$ cat src/hw/rtl/whsp_pkg.sv
`timescale 1ns / 1ps
// ============================================================================
// whsp_pkg
// Shared types, tag constants and byte helpers for the WAV header parser.
// ============================================================================
package whsp_pkg;

    localparam logic [31:0] TAG_RIFF = 32'h52494646;
    localparam logic [31:0] TAG_WAVE = 32'h57415645;
    localparam logic [31:0] TAG_FMT  = 32'h666D7420;
    localparam logic [31:0] TAG_DATA = 32'h64617461;

    // header byte positions
    localparam logic [4:0] POS_RIFF_END  = 5'd4;
    localparam logic [4:0] POS_WAVE_BEG  = 5'd8;
    localparam logic [4:0] POS_WAVE_END  = 5'd12;
    localparam logic [4:0] POS_HEAD_LAST = 5'd11;
    // fmt chunk byte positions
    localparam logic [4:0] POS_CH_LO     = 5'd6;
    localparam logic [4:0] POS_CH_HI     = 5'd7;
    localparam logic [4:0] POS_RATE_LO   = 5'd8;
    localparam logic [4:0] POS_RATE_HI   = 5'd11;
    localparam logic [4:0] POS_DEPTH_LO  = 5'd18;
    localparam logic [4:0] POS_FMT_LAST  = 5'd19;
    localparam logic [4:0] POS_SIZE_LAST = 5'd3;

    localparam int FIFO_DEPTH = 4;
    localparam int FIFO_AW    = $clog2(FIFO_DEPTH);
    localparam int FIFO_CW    = $clog2(FIFO_DEPTH + 1);

    typedef enum logic [2:0] {
        PH_HEAD    = 3'd0,
        PH_SCAN    = 3'd1,
        PH_FMT     = 3'd2,
        PH_DSIZE   = 3'd3,
        PH_PAYLOAD = 3'd4,
        PH_REJECT  = 3'd5
    } phase_t;

    typedef enum logic [1:0] {
        KIND_PAYLOAD = 2'd0,
        KIND_HEADER  = 2'd1,
        KIND_REJECT  = 2'd2,
        KIND_DONE    = 2'd3
    } kind_t;

    typedef struct packed {
        logic [7:0] in_byte;
        logic       final_byte;
    } in_item_t;

    typedef struct packed {
        kind_t       result_kind;
        logic [7:0]  payload_byte;
        logic [15:0] channel_count;
        logic [31:0] sample_rate;
        logic [15:0] bits_per_sample;
        logic [31:0] data_bytes;
        logic        accepted;
        logic        end_of_run;
    } out_item_t;

    // up to two results per input byte; push1 only ever carries done
    typedef struct packed {
        logic      push0;
        logic      push1;
        out_item_t item0;
        out_item_t item1;
    } push_t;

    // byte 0 is the first byte on the wire (most significant of the tag)
    function automatic logic [7:0] tag_byte(input logic [31:0] tag, input logic [1:0] idx);
        logic [7:0] r;
        unique case (idx)
            2'd0: r = tag[31:24];
            2'd1: r = tag[23:16];
            2'd2: r = tag[15:8];
            2'd3: r = tag[7:0];
            default: r = tag[7:0];
        endcase
        return r;
    endfunction

    // little-endian byte insert
    function automatic logic [31:0] put_word(input logic [31:0] w, input logic [7:0] b,
                                             input logic [1:0] idx);
        logic [31:0] r;
        r = w;
        unique case (idx)
            2'd0: r[7:0]   = b;
            2'd1: r[15:8]  = b;
            2'd2: r[23:16] = b;
            2'd3: r[31:24] = b;
            default: r[7:0] = b;
        endcase
        return r;
    endfunction

    function automatic logic [15:0] put_half(input logic [15:0] h, input logic [7:0] b,
                                             input logic idx);
        logic [15:0] r;
        r = h;
        if (idx)
        begin
            r[15:8] = b;
        end
        else
        begin
            r[7:0] = b;
        end
        return r;
    endfunction

endpackage

$ cat src/hw/rtl/wav_header_stream_parser_top.sv
`timescale 1ns / 1ps
// ============================================================================
// wav_header_stream_parser_top
// WAV/RIFF header parser: checks the file tags, latches format fields,
// reports the data header and forwards the data chunk bytes.
// ----------------------------------------------------------------------------
// Usage:
//   byte_*   : input channel, one file byte per transaction, final_byte set on
//              the last byte of the file.
//   result_* : output channel, zero, one or two results per input byte
//              (payload, header, reject, done); end_of_run marks the last
//              result of a byte.
//   Each result is written into the result queue as its byte is accepted.
//   Throughput: one byte per cycle while each byte yields at most one result
//   and result_ready stays high; a byte with a result plus done needs a
//   second pop. The rate is set by the four-entry queue's single output port.
//   byte_ready is high while the queue has room for two results, so a byte
//   is taken even while a finished result waits for result_ready.
//   When the receiver stalls the queue fills and byte_ready drops; no result
//   is lost. Reset clears the parser to the start-of-file state and empties
//   the queue. After a done result the parser restarts on the next byte.
// ============================================================================
module wav_header_stream_parser_top (
    input  logic                 clk,
    input  logic                 rst_n,
    input  logic                 byte_valid,
    output logic                 byte_ready,
    input  whsp_pkg::in_item_t   byte_data,
    output logic                 result_valid,
    input  logic                 result_ready,
    output whsp_pkg::out_item_t  result_data
);
    import whsp_pkg::*;

    push_t push;
    logic  fire;

    assign fire = byte_valid && byte_ready;

    whsp_parser u_parser (
        .clk   (clk),
        .rst_n (rst_n),
        .fire  (fire),
        .item  (byte_data),
        .push  (push)
    );

    whsp_out_fifo u_out_fifo (
        .clk          (clk),
        .rst_n        (rst_n),
        .push         (push),
        .space        (byte_ready),
        .result_valid (result_valid),
        .result_ready (result_ready),
        .result_data  (result_data)
    );

endmodule

$ cat src/hw/rtl/whsp_parser.sv
`timescale 1ns / 1ps
// ============================================================================
// whsp_parser
// Parse state machine: one byte per transaction, up to two results pushed.
// ============================================================================
module whsp_parser (
    input  logic                clk,
    input  logic                rst_n,
    input  logic                fire,
    input  whsp_pkg::in_item_t  item,
    output whsp_pkg::push_t     push
);
    import whsp_pkg::*;

    phase_t      phase_reg,   phase_next,   phase_upd;
    logic [23:0] window_reg,  window_next,  window_upd;
    logic [1:0]  fill_reg,    fill_next,    fill_upd;
    logic [4:0]  pos_reg,     pos_next,     pos_upd;
    logic [31:0] remain_reg,  remain_next,  remain_upd;
    logic [15:0] chan_reg,    chan_next,    chan_upd;
    logic [31:0] rate_reg,    rate_next,    rate_upd;
    logic [15:0] depth_reg,   depth_next,   depth_upd;
    logic [31:0] size_reg,    size_next,    size_upd;
    logic        loaded_reg,  loaded_next,  loaded_upd;

    logic [7:0]  b;
    logic [31:0] word;
    logic        head_mismatch;
    logic        tag_hit;

    assign b    = item.in_byte;
    assign word = {window_reg, b};
    assign tag_hit = (fill_reg == 2'd3) && ((word == TAG_FMT) || (word == TAG_DATA));
    assign head_mismatch =
        ((pos_reg < POS_RIFF_END) && (b != tag_byte(TAG_RIFF, pos_reg[1:0]))) ||
        ((pos_reg >= POS_WAVE_BEG) && (pos_reg < POS_WAVE_END) &&
         (b != tag_byte(TAG_WAVE, pos_reg[1:0])));

    // next state and datapath update
    always_comb
    begin
        phase_upd  = phase_reg;
        window_upd = window_reg;
        fill_upd   = fill_reg;
        pos_upd    = pos_reg;
        remain_upd = remain_reg;
        chan_upd   = chan_reg;
        rate_upd   = rate_reg;
        depth_upd  = depth_reg;
        size_upd   = size_reg;
        loaded_upd = loaded_reg;
        unique case (phase_reg)
            PH_HEAD:
            begin
                if (head_mismatch)
                begin
                    phase_upd = PH_REJECT;
                end
                else if (pos_reg >= POS_HEAD_LAST)
                begin
                    loaded_upd = 1'b1;
                    phase_upd  = PH_SCAN;
                    pos_upd    = '0;
                    window_upd = '0;
                    fill_upd   = '0;
                end
                else
                begin
                    pos_upd = pos_reg + 5'd1;
                end
            end
            PH_SCAN:
            begin
                if (tag_hit)
                begin
                    phase_upd  = (word == TAG_FMT) ? PH_FMT : PH_DSIZE;
                    pos_upd    = '0;
                    window_upd = '0;
                    fill_upd   = '0;
                    if (word == TAG_DATA)
                    begin
                        size_upd = '0;
                    end
                end
                else
                begin
                    window_upd = word[23:0];
                    if (fill_reg != 2'd3)
                    begin
                        fill_upd = fill_reg + 2'd1;
                    end
                end
            end
            PH_FMT:
            begin
                if ((pos_reg == POS_CH_LO) || (pos_reg == POS_CH_HI))
                begin
                    chan_upd = put_half(chan_reg, b, pos_reg[0]);
                end
                else if ((pos_reg >= POS_RATE_LO) && (pos_reg <= POS_RATE_HI))
                begin
                    rate_upd = put_word(rate_reg, b, pos_reg[1:0]);
                end
                else if ((pos_reg == POS_DEPTH_LO) || (pos_reg == POS_FMT_LAST))
                begin
                    depth_upd = put_half(depth_reg, b, pos_reg[0]);
                end
                if (pos_reg >= POS_FMT_LAST)
                begin
                    phase_upd = PH_SCAN;
                    pos_upd   = '0;
                end
                else
                begin
                    pos_upd = pos_reg + 5'd1;
                end
            end
            PH_DSIZE:
            begin
                size_upd = put_word(size_reg, b, pos_reg[1:0]);
                if (pos_reg >= POS_SIZE_LAST)
                begin
                    pos_upd    = '0;
                    remain_upd = size_upd;
                    phase_upd  = (size_upd == '0) ? PH_SCAN : PH_PAYLOAD;
                end
                else
                begin
                    pos_upd = pos_reg + 5'd1;
                end
            end
            PH_PAYLOAD:
            begin
                remain_upd = remain_reg - 32'd1;
                if (remain_upd == '0)
                begin
                    phase_upd  = PH_SCAN;
                    window_upd = '0;
                    fill_upd   = '0;
                end
            end
            default:
            begin
                phase_upd = PH_REJECT;
            end
        endcase
    end

    // the last byte of a file returns everything to reset
    always_comb
    begin
        if (fire && item.final_byte)
        begin
            phase_next  = PH_HEAD;
            window_next = '0;
            fill_next   = '0;
            pos_next    = '0;
            remain_next = '0;
            chan_next   = '0;
            rate_next   = '0;
            depth_next  = '0;
            size_next   = '0;
            loaded_next = 1'b0;
        end
        else if (fire)
        begin
            phase_next  = phase_upd;
            window_next = window_upd;
            fill_next   = fill_upd;
            pos_next    = pos_upd;
            remain_next = remain_upd;
            chan_next   = chan_upd;
            rate_next   = rate_upd;
            depth_next  = depth_upd;
            size_next   = size_upd;
            loaded_next = loaded_upd;
        end
        else
        begin
            phase_next  = phase_reg;
            window_next = window_reg;
            fill_next   = fill_reg;
            pos_next    = pos_reg;
            remain_next = remain_reg;
            chan_next   = chan_reg;
            rate_next   = rate_reg;
            depth_next  = depth_reg;
            size_next   = size_reg;
            loaded_next = loaded_reg;
        end
    end

    always_ff @(posedge clk or negedge rst_n)
    begin
        if (!rst_n)
        begin
            phase_reg  <= PH_HEAD;
            window_reg <= '0;
            fill_reg   <= '0;
            pos_reg    <= '0;
            remain_reg <= '0;
            chan_reg   <= '0;
            rate_reg   <= '0;
            depth_reg  <= '0;
            size_reg   <= '0;
            loaded_reg <= 1'b0;
        end
        else
        begin
            phase_reg  <= phase_next;
            window_reg <= window_next;
            fill_reg   <= fill_next;
            pos_reg    <= pos_next;
            remain_reg <= remain_next;
            chan_reg   <= chan_next;
            rate_reg   <= rate_next;
            depth_reg  <= depth_next;
            size_reg   <= size_next;
            loaded_reg <= loaded_next;
        end
    end

    // result generation; results carry the values as updated by this byte
    logic  prim_valid;
    kind_t prim_kind;
    logic [7:0] prim_byte;
    out_item_t prim_item, done_item;

    always_comb
    begin
        prim_valid = 1'b0;
        prim_kind  = KIND_PAYLOAD;
        prim_byte  = '0;
        unique case (phase_reg)
            PH_HEAD:
            begin
                prim_valid = head_mismatch;
                prim_kind  = KIND_REJECT;
            end
            PH_DSIZE:
            begin
                prim_valid = (pos_reg >= POS_SIZE_LAST);
                prim_kind  = KIND_HEADER;
            end
            PH_PAYLOAD:
            begin
                prim_valid = 1'b1;
                prim_kind  = KIND_PAYLOAD;
                prim_byte  = b;
            end
            default:
            begin
                prim_valid = 1'b0;
            end
        endcase

        prim_item.result_kind     = prim_kind;
        prim_item.payload_byte    = prim_byte;
        prim_item.channel_count   = chan_upd;
        prim_item.sample_rate     = rate_upd;
        prim_item.bits_per_sample = depth_upd;
        prim_item.data_bytes      = size_upd;
        prim_item.accepted        = 1'b0;
        prim_item.end_of_run      = !item.final_byte;

        done_item.result_kind     = KIND_DONE;
        done_item.payload_byte    = '0;
        done_item.channel_count   = chan_upd;
        done_item.sample_rate     = rate_upd;
        done_item.bits_per_sample = depth_upd;
        done_item.data_bytes      = size_upd;
        done_item.accepted        = loaded_upd;
        done_item.end_of_run      = 1'b1;

        push.push0 = fire && (prim_valid || item.final_byte);
        push.push1 = fire && prim_valid && item.final_byte;
        push.item0 = prim_valid ? prim_item : done_item;
        push.item1 = done_item;
    end

    a_second_is_done: assert property (@(posedge clk) disable iff (!rst_n)
        push.push1 |-> (push.push0 && (push.item1.result_kind == KIND_DONE)))
        else $error("second result of a byte is not a done result");

    a_reject_sticks: assert property (@(posedge clk) disable iff (!rst_n)
        (push.push0 && (push.item0.result_kind == KIND_REJECT) && !item.final_byte)
        |=> (phase_reg == PH_REJECT))
        else $error("parser left reject phase before end of file");

endmodule

$ cat src/hw/rtl/whsp_out_fifo.sv
`timescale 1ns / 1ps
// ============================================================================
// whsp_out_fifo
// Small result queue: two pushes and one pop per cycle, registered head.
// ============================================================================
module whsp_out_fifo (
    input  logic                 clk,
    input  logic                 rst_n,
    input  whsp_pkg::push_t      push,
    output logic                 space,
    output logic                 result_valid,
    input  logic                 result_ready,
    output whsp_pkg::out_item_t  result_data
);
    import whsp_pkg::*;

    out_item_t             mem_reg [FIFO_DEPTH];
    logic [FIFO_AW-1:0]    head_reg, head_next;
    logic [FIFO_AW-1:0]    tail_reg, tail_next;
    logic [FIFO_CW-1:0]    count_reg, count_next;
    logic [FIFO_AW-1:0]    tail_plus;
    logic                  pop;

    assign pop          = result_valid && result_ready;
    assign result_valid = (count_reg != '0);
    assign result_data  = mem_reg[head_reg];
    // room for the worst case of two results from the next byte
    assign space        = (count_reg <= FIFO_CW'(FIFO_DEPTH - 2));
    assign tail_plus    = tail_reg + FIFO_AW'(1);

    always_comb
    begin
        head_next  = pop ? (head_reg + FIFO_AW'(1)) : head_reg;
        tail_next  = tail_reg + FIFO_AW'(push.push0) + FIFO_AW'(push.push1);
        count_next = count_reg + FIFO_CW'(push.push0) + FIFO_CW'(push.push1)
                     - FIFO_CW'(pop);
    end

    always_ff @(posedge clk or negedge rst_n)
    begin
        if (!rst_n)
        begin
            head_reg  <= '0;
            tail_reg  <= '0;
            count_reg <= '0;
        end
        else
        begin
            head_reg  <= head_next;
            tail_reg  <= tail_next;
            count_reg <= count_next;
        end
    end

    always_ff @(posedge clk)
    begin
        if (push.push0)
        begin
            mem_reg[tail_reg] <= push.item0;
        end
        if (push.push1)
        begin
            mem_reg[tail_plus] <= push.item1;
        end
    end

    a_no_overflow: assert property (@(posedge clk) disable iff (!rst_n)
        push.push0 |-> (count_reg <= FIFO_CW'(FIFO_DEPTH - 2)))
        else $error("result queue pushed without room");

    a_count_bound: assert property (@(posedge clk) disable iff (!rst_n)
        (count_reg <= FIFO_CW'(FIFO_DEPTH)) && (result_valid == (count_reg != '0)))
        else $error("result queue count out of range");

endmodule
$ cat config.mk
export PLATFORM = sky130hd
export DESIGN_NAME = wav_header_stream_parser_top
export DESIGN_NICKNAME = d
export VERILOG_FILES = /design/src/hw/rtl/whsp_pkg.sv /design/src/hw/rtl/wav_header_stream_parser_top.sv /design/src/hw/rtl/whsp_parser.sv /design/src/hw/rtl/whsp_out_fifo.sv
export SDC_FILE = /design/constraint.sdc
export NUM_CORES = 1
export LEC_CHECK = 0
export BUFFER_PORTS_ARGS = -buffer_cell sky130_fd_sc_hd__buf_2
export CORE_ASPECT_RATIO = 0.8
export CORE_MARGIN = 5
export CORE_UTILIZATION = 55
export DETAILED_ROUTE_END_ITERATION = 10
export GPL_ROUTABILITY_DRIVEN = 0
export PLACE_DENSITY = 0.69
export REMOVE_ABC_BUFFERS = 1
export SKIP_CTS_REPAIR_TIMING = 1
export SYNTH_ARGS = -nofsm -noshare
export SYNTH_HDL_FRONTEND = slang
export SYNTH_SLANG_ARGS = --single-unit
export TNS_END_PERCENT = 20
$ cat constraint.sdc
create_clock -name clk -period 11.8 [get_ports clk]
set_input_delay 2.36 -clock clk [delete_from_list [all_inputs] [get_ports clk]]
set_output_delay 2.36 -clock clk [all_outputs]
set_load 0.01 [all_outputs]
Word level (Yosys, flattened, before mapping). Memories as Yosys holds them, arrays and structs flattened. Cells that the tools add are included.

Register bits: 170. Bits in writable memories: 432. Logic and storage cells: 178. Memories: 1.

Add/subtract/negate cells: 10. Order comparisons: 8. Eq/ne operators: 25. Multiplexer cells: 89. Reductions and logical operators: 32.

Memories: u_out_fifo.mem_reg (words 4, width 108, rd ports 1, clocked after Yosys merged registers in 0, write ports 2, line whsp_out_fifo.sv:17) `out_item_t mem_reg [FIFO_DEPTH];`.

Operators by type and width (count): $mux 32 (12); $mux 16 (10); $mux 24 (6); $mux 8 (17); $pmux 32 s2 (2); $mux 108 (1); $pmux 24 s3 (1); $eq 32x31->1 const B (2); $logic_not 32->1 (2); $mux 5 (7); $pmux 8 s4 (1); $sub 32x1->32 const B (1); $mux 3 (9); $pmux 8 s3 (1); $pmux 5 s4 (1); $ne 8x8->1 (2); $ne 3x1->1 const B (5); $pmux 3 s5 (1); $mux 2 (7); $reduce_and 6->1 (2); $logic_and 1x1->1 (11); $eq 5x3->1 const B (2); $eq 5x5->1 const B (2); $ge 5x4->1 const B (2); other kinds (35) (57).

Longest topological paths before layout. Gate-level depths: netlist (run 1).

Word-level depth: 12. Mapped depth: 17.

Hierarchy. Synthesis (run 1) repeated with hierarchy kept, for this count alone.

Cell total of the unflattened synthesis: 2201. Area, all modules: 31615.3 µm².

By module, submodules not included: whsp_out_fifo (times used 1, cells each 1081, area each 21195.3 µm², sequential area each 13147.6 µm²); whsp_parser (times used 1, cells each 1119, area each 10413.7 µm², sequential area each 4078.9 µm²); wav_header_stream_parser_top (times used 1, cells each 1, area each 6.3 µm², sequential area each 0.0 µm²).

Worst setup path after synthesis (run 1). Ideal clock, no wire load.

Path type: input-to-reg. Start point: in byte_data[1] (netlist bit). End point: mem u_out_fifo.mem_reg[1][10] (netlist bit) (enable). Library setup time: 0.408 ns. Arrival time: 5.258 ns. Data required time: 11.392 ns. Slack: 6.134 ns. Stages: 11. Cells stage by stage: clkbuf_1 xnor2_1 a211oi_1 a31oi_1 and3_1 clkbuf_1 o211ai_1 and2_1 buf_2 buf_2 inv_2.

RTL lines: start, declared (line wav_header_stream_parser_top.sv:28) `input whsp_pkg::in_item_t byte_data,`; end, declared (line whsp_out_fifo.sv:17).

==> reports/summary.txt, run 1 <==
Part of the Yosys area used for sequential elements: 60.9%
Vias/cell: 6.21
Hold Path Stages: 1
Post-synth EDFFs: 388
Final setup TNS: 0 ps
Filler instances: 3,820
Pleak: 10.8 nW
DR WL/cell: 23.7 um
Die W: 260 um
Num CTS Buffers: 57
Layout area overhead: 11.0%
Simple-Gate Fraction of Synth Area: 12.9%
Yosys reg bits: 602
Switching share of power: 36.6%
Slew HR: 18.6%
Global-route wire length before repair: 113 mm
Worst path required time: 11,980 ps
GRT Total Usage: 26.4%
Die area: 54,700 sq um
Initial antenna violation count: 0
Starting DRT DRC Count: 2,106
# clock sinks: 602
Die Ht: 210 um
Crit path launch type: input port
Clock transition at path regs: 60 ps
ANT cells: 0
Core area: 49,600 sq um
Num rows: 73
Least-Margin Pin Slew: 1220 ps
Final WL: 72.1 mm
DR vias: 18,900
Critical path peak fanout: 75
DR pass1 iterations: 6
Max cap viols: 0
Status: completed
Worst R2R Path Depth: 10
Initial Util: 55.6%
Proportion of synthesized area in mux cells: 13.4%
Clk_lat worst skew: 630 ps
Worst setup margin: 5210 ps
Register area: 16,800 sq um
RSZ-0062 raised after global routing: no
Flop pwr share: 39.0%
Max Buffers Root-to-Sink: 3
Post-route ant nets: 0
CP Data Arrival Time: 6760 ps
CTS H-tree depth: 2
Post-Syn Area: 27,600 sq um
Largest net degree at the start of global routing: 98
Pwr Density: 246 nW/um^2
Area of the multi-input gates: 9920 sq um
Post-Place Setup Slack: 4680 ps
Most used DFF post-synth: edfxtp_1
Root buf cell: clkbuf_16
# DRC: 0
Clk pwr share: 25.9%
TritonCTS clock tree: built
Async set or reset register ratio after synthesis: 28.2%
Largest register FFs: 432
Compound-Gate Fraction of Synth Area: 8.35%
Sw Pwr: 2.76 mW
Vias in the first global route: 19,000
Nature of the critical path endpoint: flop
Total number of yosys warnings: 0
Slew Viols, Final: 0
Synth cell types: 77
Pint: 4.77 mW
Adder-cell area share of the yosys netlist: 0.708%
Post-Synth XOR/XNOR Area: 0.350%
Largest family of logic cells by synthesized area: multiplexers
Fin. Hold Viols: 0
Crit path time final: 6590 ps
Final setup fails: 0
Final setup skew: 25.1 ps
Ports: 123
Avg Cell Area, Syn: 12.0 sq um
Comb power frac: 35.0%
Maximum vdd drop: 238 uV
DP Wirelength: 42.8 mm
Gr ovfl total: 0
Critical setup path kind: input port to flop
Layout cells sized above 1: 16.4%
Achievable Freq: 0.152 GHz
Final net count: 2,345
Synthesized instance count: 2,292
Hold WC Path Type: flop to flop
Part of the cycle the worst path needs: 55.8%
PortBufs: 122
## worst paths after layout
| check | from | to | slack (ps) |
|---|---|---|---|
| min reg2reg | u_out_fifo.mem_reg[1][0]$_SDFFE_PP1N_ | u_out_fifo.mem_reg[1][0]$_SDFFE_PP1N_ | 470 |
| max reg2reg | u_parser.pos_reg[0]$_DFFE_PN0P_ | u_out_fifo.mem_reg[2][22]$_DFFE_PP_ | 5880 |
| min in group asynchronous | rst_n | u_out_fifo.head_reg[0]$_DFFE_PN0P_ | 1800 |
| max | byte_data[5] | u_out_fifo.mem_reg[2][22]$_DFFE_PP_ | 5210 |
| min | u_out_fifo.mem_reg[1][0]$_SDFFE_PP1N_ | u_out_fifo.mem_reg[1][0]$_SDFFE_PP1N_ | 470 |
| max in group asynchronous | rst_n | u_parser.window_reg[1]$_DFFE_PN0P_ | 8380 |
## placed cells by master (no fill, tap or decap), types with 7 or more instances in the layout
master / synthesis / final
a21oi_1: 35 / 35
a22oi_1: 53 / 53
a31oi_1: 24 / 23
and2_1: 12 / 8
buf_2: 24 / 121
buf_4: 0 / 26
clkbuf_16: 0 / 61
clkbuf_8: 0 / 16
clkinv_2: 0 / 10
dfrtp_1: 170 / 168
dfxtp_1: 44 / 44
edfxtp_1: 388 / 388
ha_1: 10 / 10
inv_1: 42 / 43
mux2i_1: 126 / 126
mux4_2: 108 / 108
nand2_1: 168 / 167
nand3_1: 41 / 41
nand4_1: 16 / 16
nor2_1: 480 / 480
nor2b_1: 9 / 9
nor3_1: 25 / 24
nor4_1: 11 / 11
o211ai_1: 13 / 13
o21ai_0: 184 / 183
o21ai_1: 23 / 23
or3_1: 7 / 7
or4_1: 7 / 7
## synth_stat cells (6+ instances only)
| master | instances | share of area [%] |
|---|---|---|
| a21oi_1 | 35 | 0.64 |
| a22oi_1 | 53 | 1.4 |
| a31oi_1 | 24 | 0.54 |
| and2_1 | 12 | 0.27 |
| buf_1 | 15 | 0.20 |
| buf_2 | 24 | 0.44 |
| clkbuf_1 | 138 | 1.9 |
| dfrtp_1 | 170 | 15 |
| dfxtp_1 | 44 | 3.2 |
| edfxtp_1 | 388 | 42 |
| ha_1 | 10 | 0.45 |
| inv_1 | 42 | 0.57 |
| mux2i_1 | 126 | 4.6 |
| mux4_2 | 108 | 8.8 |
| nand2_1 | 168 | 2.3 |
| nand3_1 | 41 | 0.74 |
| nand4_1 | 16 | 0.36 |
| nor2_1 | 480 | 6.5 |
| nor2b_1 | 9 | 0.20 |
| nor3_1 | 25 | 0.45 |
| nor4_1 | 11 | 0.25 |
| nor4b_1 | 7 | 0.22 |
| o211ai_1 | 13 | 0.35 |
| o21ai_0 | 184 | 3.3 |
| o21ai_1 | 23 | 0.42 |
| o31ai_1 | 6 | 0.16 |
| or3_1 | 7 | 0.16 |
| or4_1 | 7 | 0.19 |
| xnor2_1 | 6 | 0.19 |
## critical path: stages
cell,delay [ps]
buf_2,340
or4_1,610
a211oi_1,260
a31oi_1,210
and3_1,370
o211ai_1,950
and2_4,660
inv_4,290
buf_4,460
## per-layer routing
layer	vias to the layer above	wire length (um)	track usage (%)	share of wire, %
li1	8396	-	-	-
met1	9543	29800	37.8	41
met2	824	34800	43.3	48
met3	126	5580	3.70	7.7
met4	0	2010	7.41	2.8
met5	-	0	0	0
## power groups by stage
stage                     Sequential [mW]  Combinational [mW]  Clock, mW
after floorplan                      2.98                1.69          0
after global placement               2.95                2.60          0
after detailed placement             2.97                2.64          0
after CTS                            2.93                2.65       1.97
after global routing                 2.98                2.84       2.06
final                                2.94                2.64       1.95
## layout make-up
cell class / count / area share, %
tap: 675 / 2.76
sequential: 602 / 54.9
inverter: 46 / 0.597
timing repair buffer: 149 / 2.72
clock inverter: 22 / 0.793
multi-input combinational: 1463 / 32.4
clock buffer: 85 / 5.82
## through the flow
step           hold slack [ps]  total power, mW  cell area [sq um]  instances  util [%]
2_1_floorplan              435             4.67              26800       2111         -
4_1_cts                    469             7.55              30600       3042      61.7
3_5_place_dp               454             5.61              28600       2935      57.6
5_1_grt                    493             7.88              30600       3042      61.7
6_report                   465             7.53              30600       3042      61.7
3_3_place_gp               447             5.55              28600       2935      57.6
## logic make-up after synthesis
| kind of cell | after synthesis |
|---|---|
| AOI/OAI and AO/OA | 383 |
| and+or+nand+nor | 820 |
| DFF | 602 |
| adders and majority gates | 14 |
| muxes | 235 |
| xor gates and xnor gates | 11 |
| buffers and inverters | 227 |
Note: power is estimated with default switching activity, not from simulation.
==> run 2: changes to the inputs <==
--- a/config.mk
+++ b/config.mk
@@ -5,6 +5,7 @@
 export SDC_FILE = /design/constraint.sdc
 export NUM_CORES = 1
 export LEC_CHECK = 0
+export ABC_AREA = 1
 export BUFFER_PORTS_ARGS = -buffer_cell sky130_fd_sc_hd__buf_2
 export CORE_ASPECT_RATIO = 0.8
 export CORE_MARGIN = 5
==> constraint.sdc (replaced) <==
create_clock -name clk -period 6.6 [get_ports clk]
set_input_delay 1.32 -clock clk [delete_from_list [all_inputs] [get_ports clk]]
set_output_delay 1.32 -clock clk [all_outputs]
set_load 0.01 [all_outputs]
==> reports/summary.txt, run 2 <==
Status: completed
Slew HR: 23.2%
Starting DRT DRC Count: 2,796
Largest family of logic cells by synthesized area: simple AND/OR/NAND/NOR gates
Most area-hungry cell type in the Yosys netlist: edfxtp_1
Simple-Gate Fraction of Synth Area: 20.6%
Achievable Freq: 0.207 GHz
Synth area leaders: edfxtp_1, dfrtp_1, nor2_1
Num CTS Buffers: 59
Final net count: 3,270
Avg Cell Area, Syn: 8.90 sq um
Die area: 56,900 sq um
Adder-cell area share of the yosys netlist: 0.645%
Synth cell types: 45
Max stage delay on crit path: 720 ps
Most common cell on crit path: buf_4
# clock sinks: 602
Die Ht: 214 um
Synth top cells by count: nor2_1, nand2_1, o21ai_0
Post-Syn Area: 28,700 sq um
Root buf cell: clkbuf_16
Worst R2R Setup Slack: 1950 ps
Most used DFF post-synth: edfxtp_1
GRT Total Usage: 28.2%
Least-Margin Pin Slew: 1150 ps
Layout area overhead: 10.2%
Max Buffers Root-to-Sink: 3
Crit path launch: u_out_fifo.head_reg[0]$_DFFE_PN0P_
Largest register FFs: 432
Largest net degree at the start of global routing: 123
Dpl cells: 3,867
Proportion of synthesized area in mux cells: 0.0393%
Crit path time final: 4830 ps
Slew Viols, Final: 0
Worst R2R Path Depth: 14
DR WL/cell: 20.7 um
Fin. Hold Viols: 0
Core area: 51,300 sq um
Vias in the first global route: 22,400
Post-Place Setup Slack: 1780 ps
Pwr Density: 458 nW/um^2
Final setup fails: 0
RSZ-0062 raised after global routing: no
CTS H-tree depth: 2
Crit path launch type: flop
Clk_lat worst skew: 640 ps
Part of the Yosys area used for sequential elements: 58.5%
Hold endpoint: u_out_fifo.mem_reg[2][107]$_SDFFE_PP1N_
Reg2reg start: u_parser.pos_reg[0]$_DFFE_PN0P_
Final setup skew: 23.1 ps
Hold wc startpoint: u_out_fifo.mem_reg[2][107]$_SDFFE_PP1N_
Post-synth EDFFs: 388
Max cap viols: 0
Gr ovfl total: 0
Final WL: 82.2 mm
Synth top area share: 40.6%
CP Buf/Inv Count: 3
# DRC: 0
Hold Path Stages: 2
Async set or reset register ratio after synthesis: 28.2%
Part of the cycle the worst path needs: 73.2%
Critical path peak fanout: 78
DR vias: 23,600
Total number of yosys warnings: 0
Most frequent cells in the layout: nor2_1, nand2_1, o21ai_0
Layout cells sized above 1: 9.62%
Yosys reg bits: 602
DR pass1 iterations: 6
CP Data Arrival Time: 3510 ps
Cell Chain, Critical Path: buf_4, buf_4, o21ai_0, o22ai_1, buf_2
Die W: 265 um
Hold WC Path Type: flop to flop
Global-route wire length before repair: 129 mm
Nature of the critical path endpoint: primary output
Critical setup path kind: flop to primary output
Vias/cell: 5.93
PortBufs: 122
Synthesized instance count: 3,225
Final Non-Filler Cells: 3,980
Clock transition at path regs: 60 ps
Compound-Gate Fraction of Synth Area: 12.6%
Initial antenna violation count: 1
TritonCTS clock tree: built
Pleak: 12.2 nW
Post-route ant nets: 0
Top-count cell post-synth: nor2_1
Critical path's slowest cell: buf_4
Worst setup margin: 1770 ps
Register area: 16,800 sq um
Filler instances: 4,361
Area of the multi-input gates: 9900 sq um
Maximum vdd drop: 256 uV
Worst path required time: 5280 ps
Commonest non-fill, non-tap cell in the layout: nor2_1
Num rows: 74
Initial Util: 55.9%
Reg-to-reg endpoint: u_out_fifo.mem_reg[1][94]$_DFFE_PP_
DP Wirelength: 50.5 mm
CP delay by family, top: buffers and inverters
Ports: 123
Post-Synth XOR/XNOR Area: 0.397%
==> run 2: cell types whose count changed after synthesis, sizes merged, moves of 21 or more <==
cell	delta
buf	+45
a22oi	-47
nand4	+55
nand3	+59
nor2	+307
a21oi	+39
o21ai	+221
nand2	+302
mux2i	-126
mux4	-108
inv	+216
o22ai	+157
a31oi	-21
==> run 2: final cells by class <==
type | count | share of cell area, %
Inverter | 266 | 3.21
Timing Repair Buffer | 165 | 3.41
Sequential cell | 602 | 53.1
Antenna cell | 1 | 0.00792
Clock buffer | 86 | 5.35
Multi-Input combinational cell | 2150 | 31.3
Clock inverter | 26 | 0.867
Tap cell | 684 | 2.71
==> run 2: report_power, final <==
group	switching (mW)	total, mW	internal, mW
combinational	4.13	5.79	1.66
sequential	0.439	5.26	4.83
clock	1.49	3.44	1.95
total	6.06	14.5	8.43
==> run 2: cell families after synthesis <==
family / count (synthesis)
buf+inv: 473
simple gates: 1451
mux: 1
xor+xnor: 13
fa+ha+maj: 13
flops: 602
compound gates: 672
==> run 2: worst min-delay path, cell delays in order, from the launching register on <==
cell and delay, ps:
dfxtp_1 330, nand2_1 50, nand3_1 50
==> run 2: through the flow <==
stage | TNS, ps | hold WS (ps) | area, sq um | total power, mW | utilization [%]
final | 0 | 463 | 31600 | 14.5 | 61.6
after detailed placement | 0 | 444 | 29600 | 11.1 | 57.8
after global routing | 0 | 486 | 31600 | 15.3 | 61.6
after global placement | 0 | 436 | 29600 | 10.9 | 57.8
after floorplan | -507380 | 424 | 27700 | 8.82 | -
after CTS | 0 | 458 | 31600 | 14.5 | 61.6
==> run 2: worst max path at each step <==
stage / endpoint / slack [ps] / cells past startpoint
after global placement: u_out_fifo.mem_reg[3][52]$_DFFE_PP_ / 1880 / 14
after floorplan: result_data[100] / -2990 / 4
after CTS: result_data[70] / 1860 / 5
after detailed placement: u_out_fifo.mem_reg[1][94]$_DFFE_PP_ / 1780 / 14
after global routing: result_data[70] / 1670 / 5
final: result_data[70] / 1770 / 5
==> run 2: layer usage <==
layer  track usage, %  routed length (um)  vias to the layer above
met5                0                  15                        -
met1             41.5               34900                    11400
li1                 -                   -                    10900
met3             3.98                7310                      152
met4             8.47                2210                        2
met2             44.1               37800                     1170
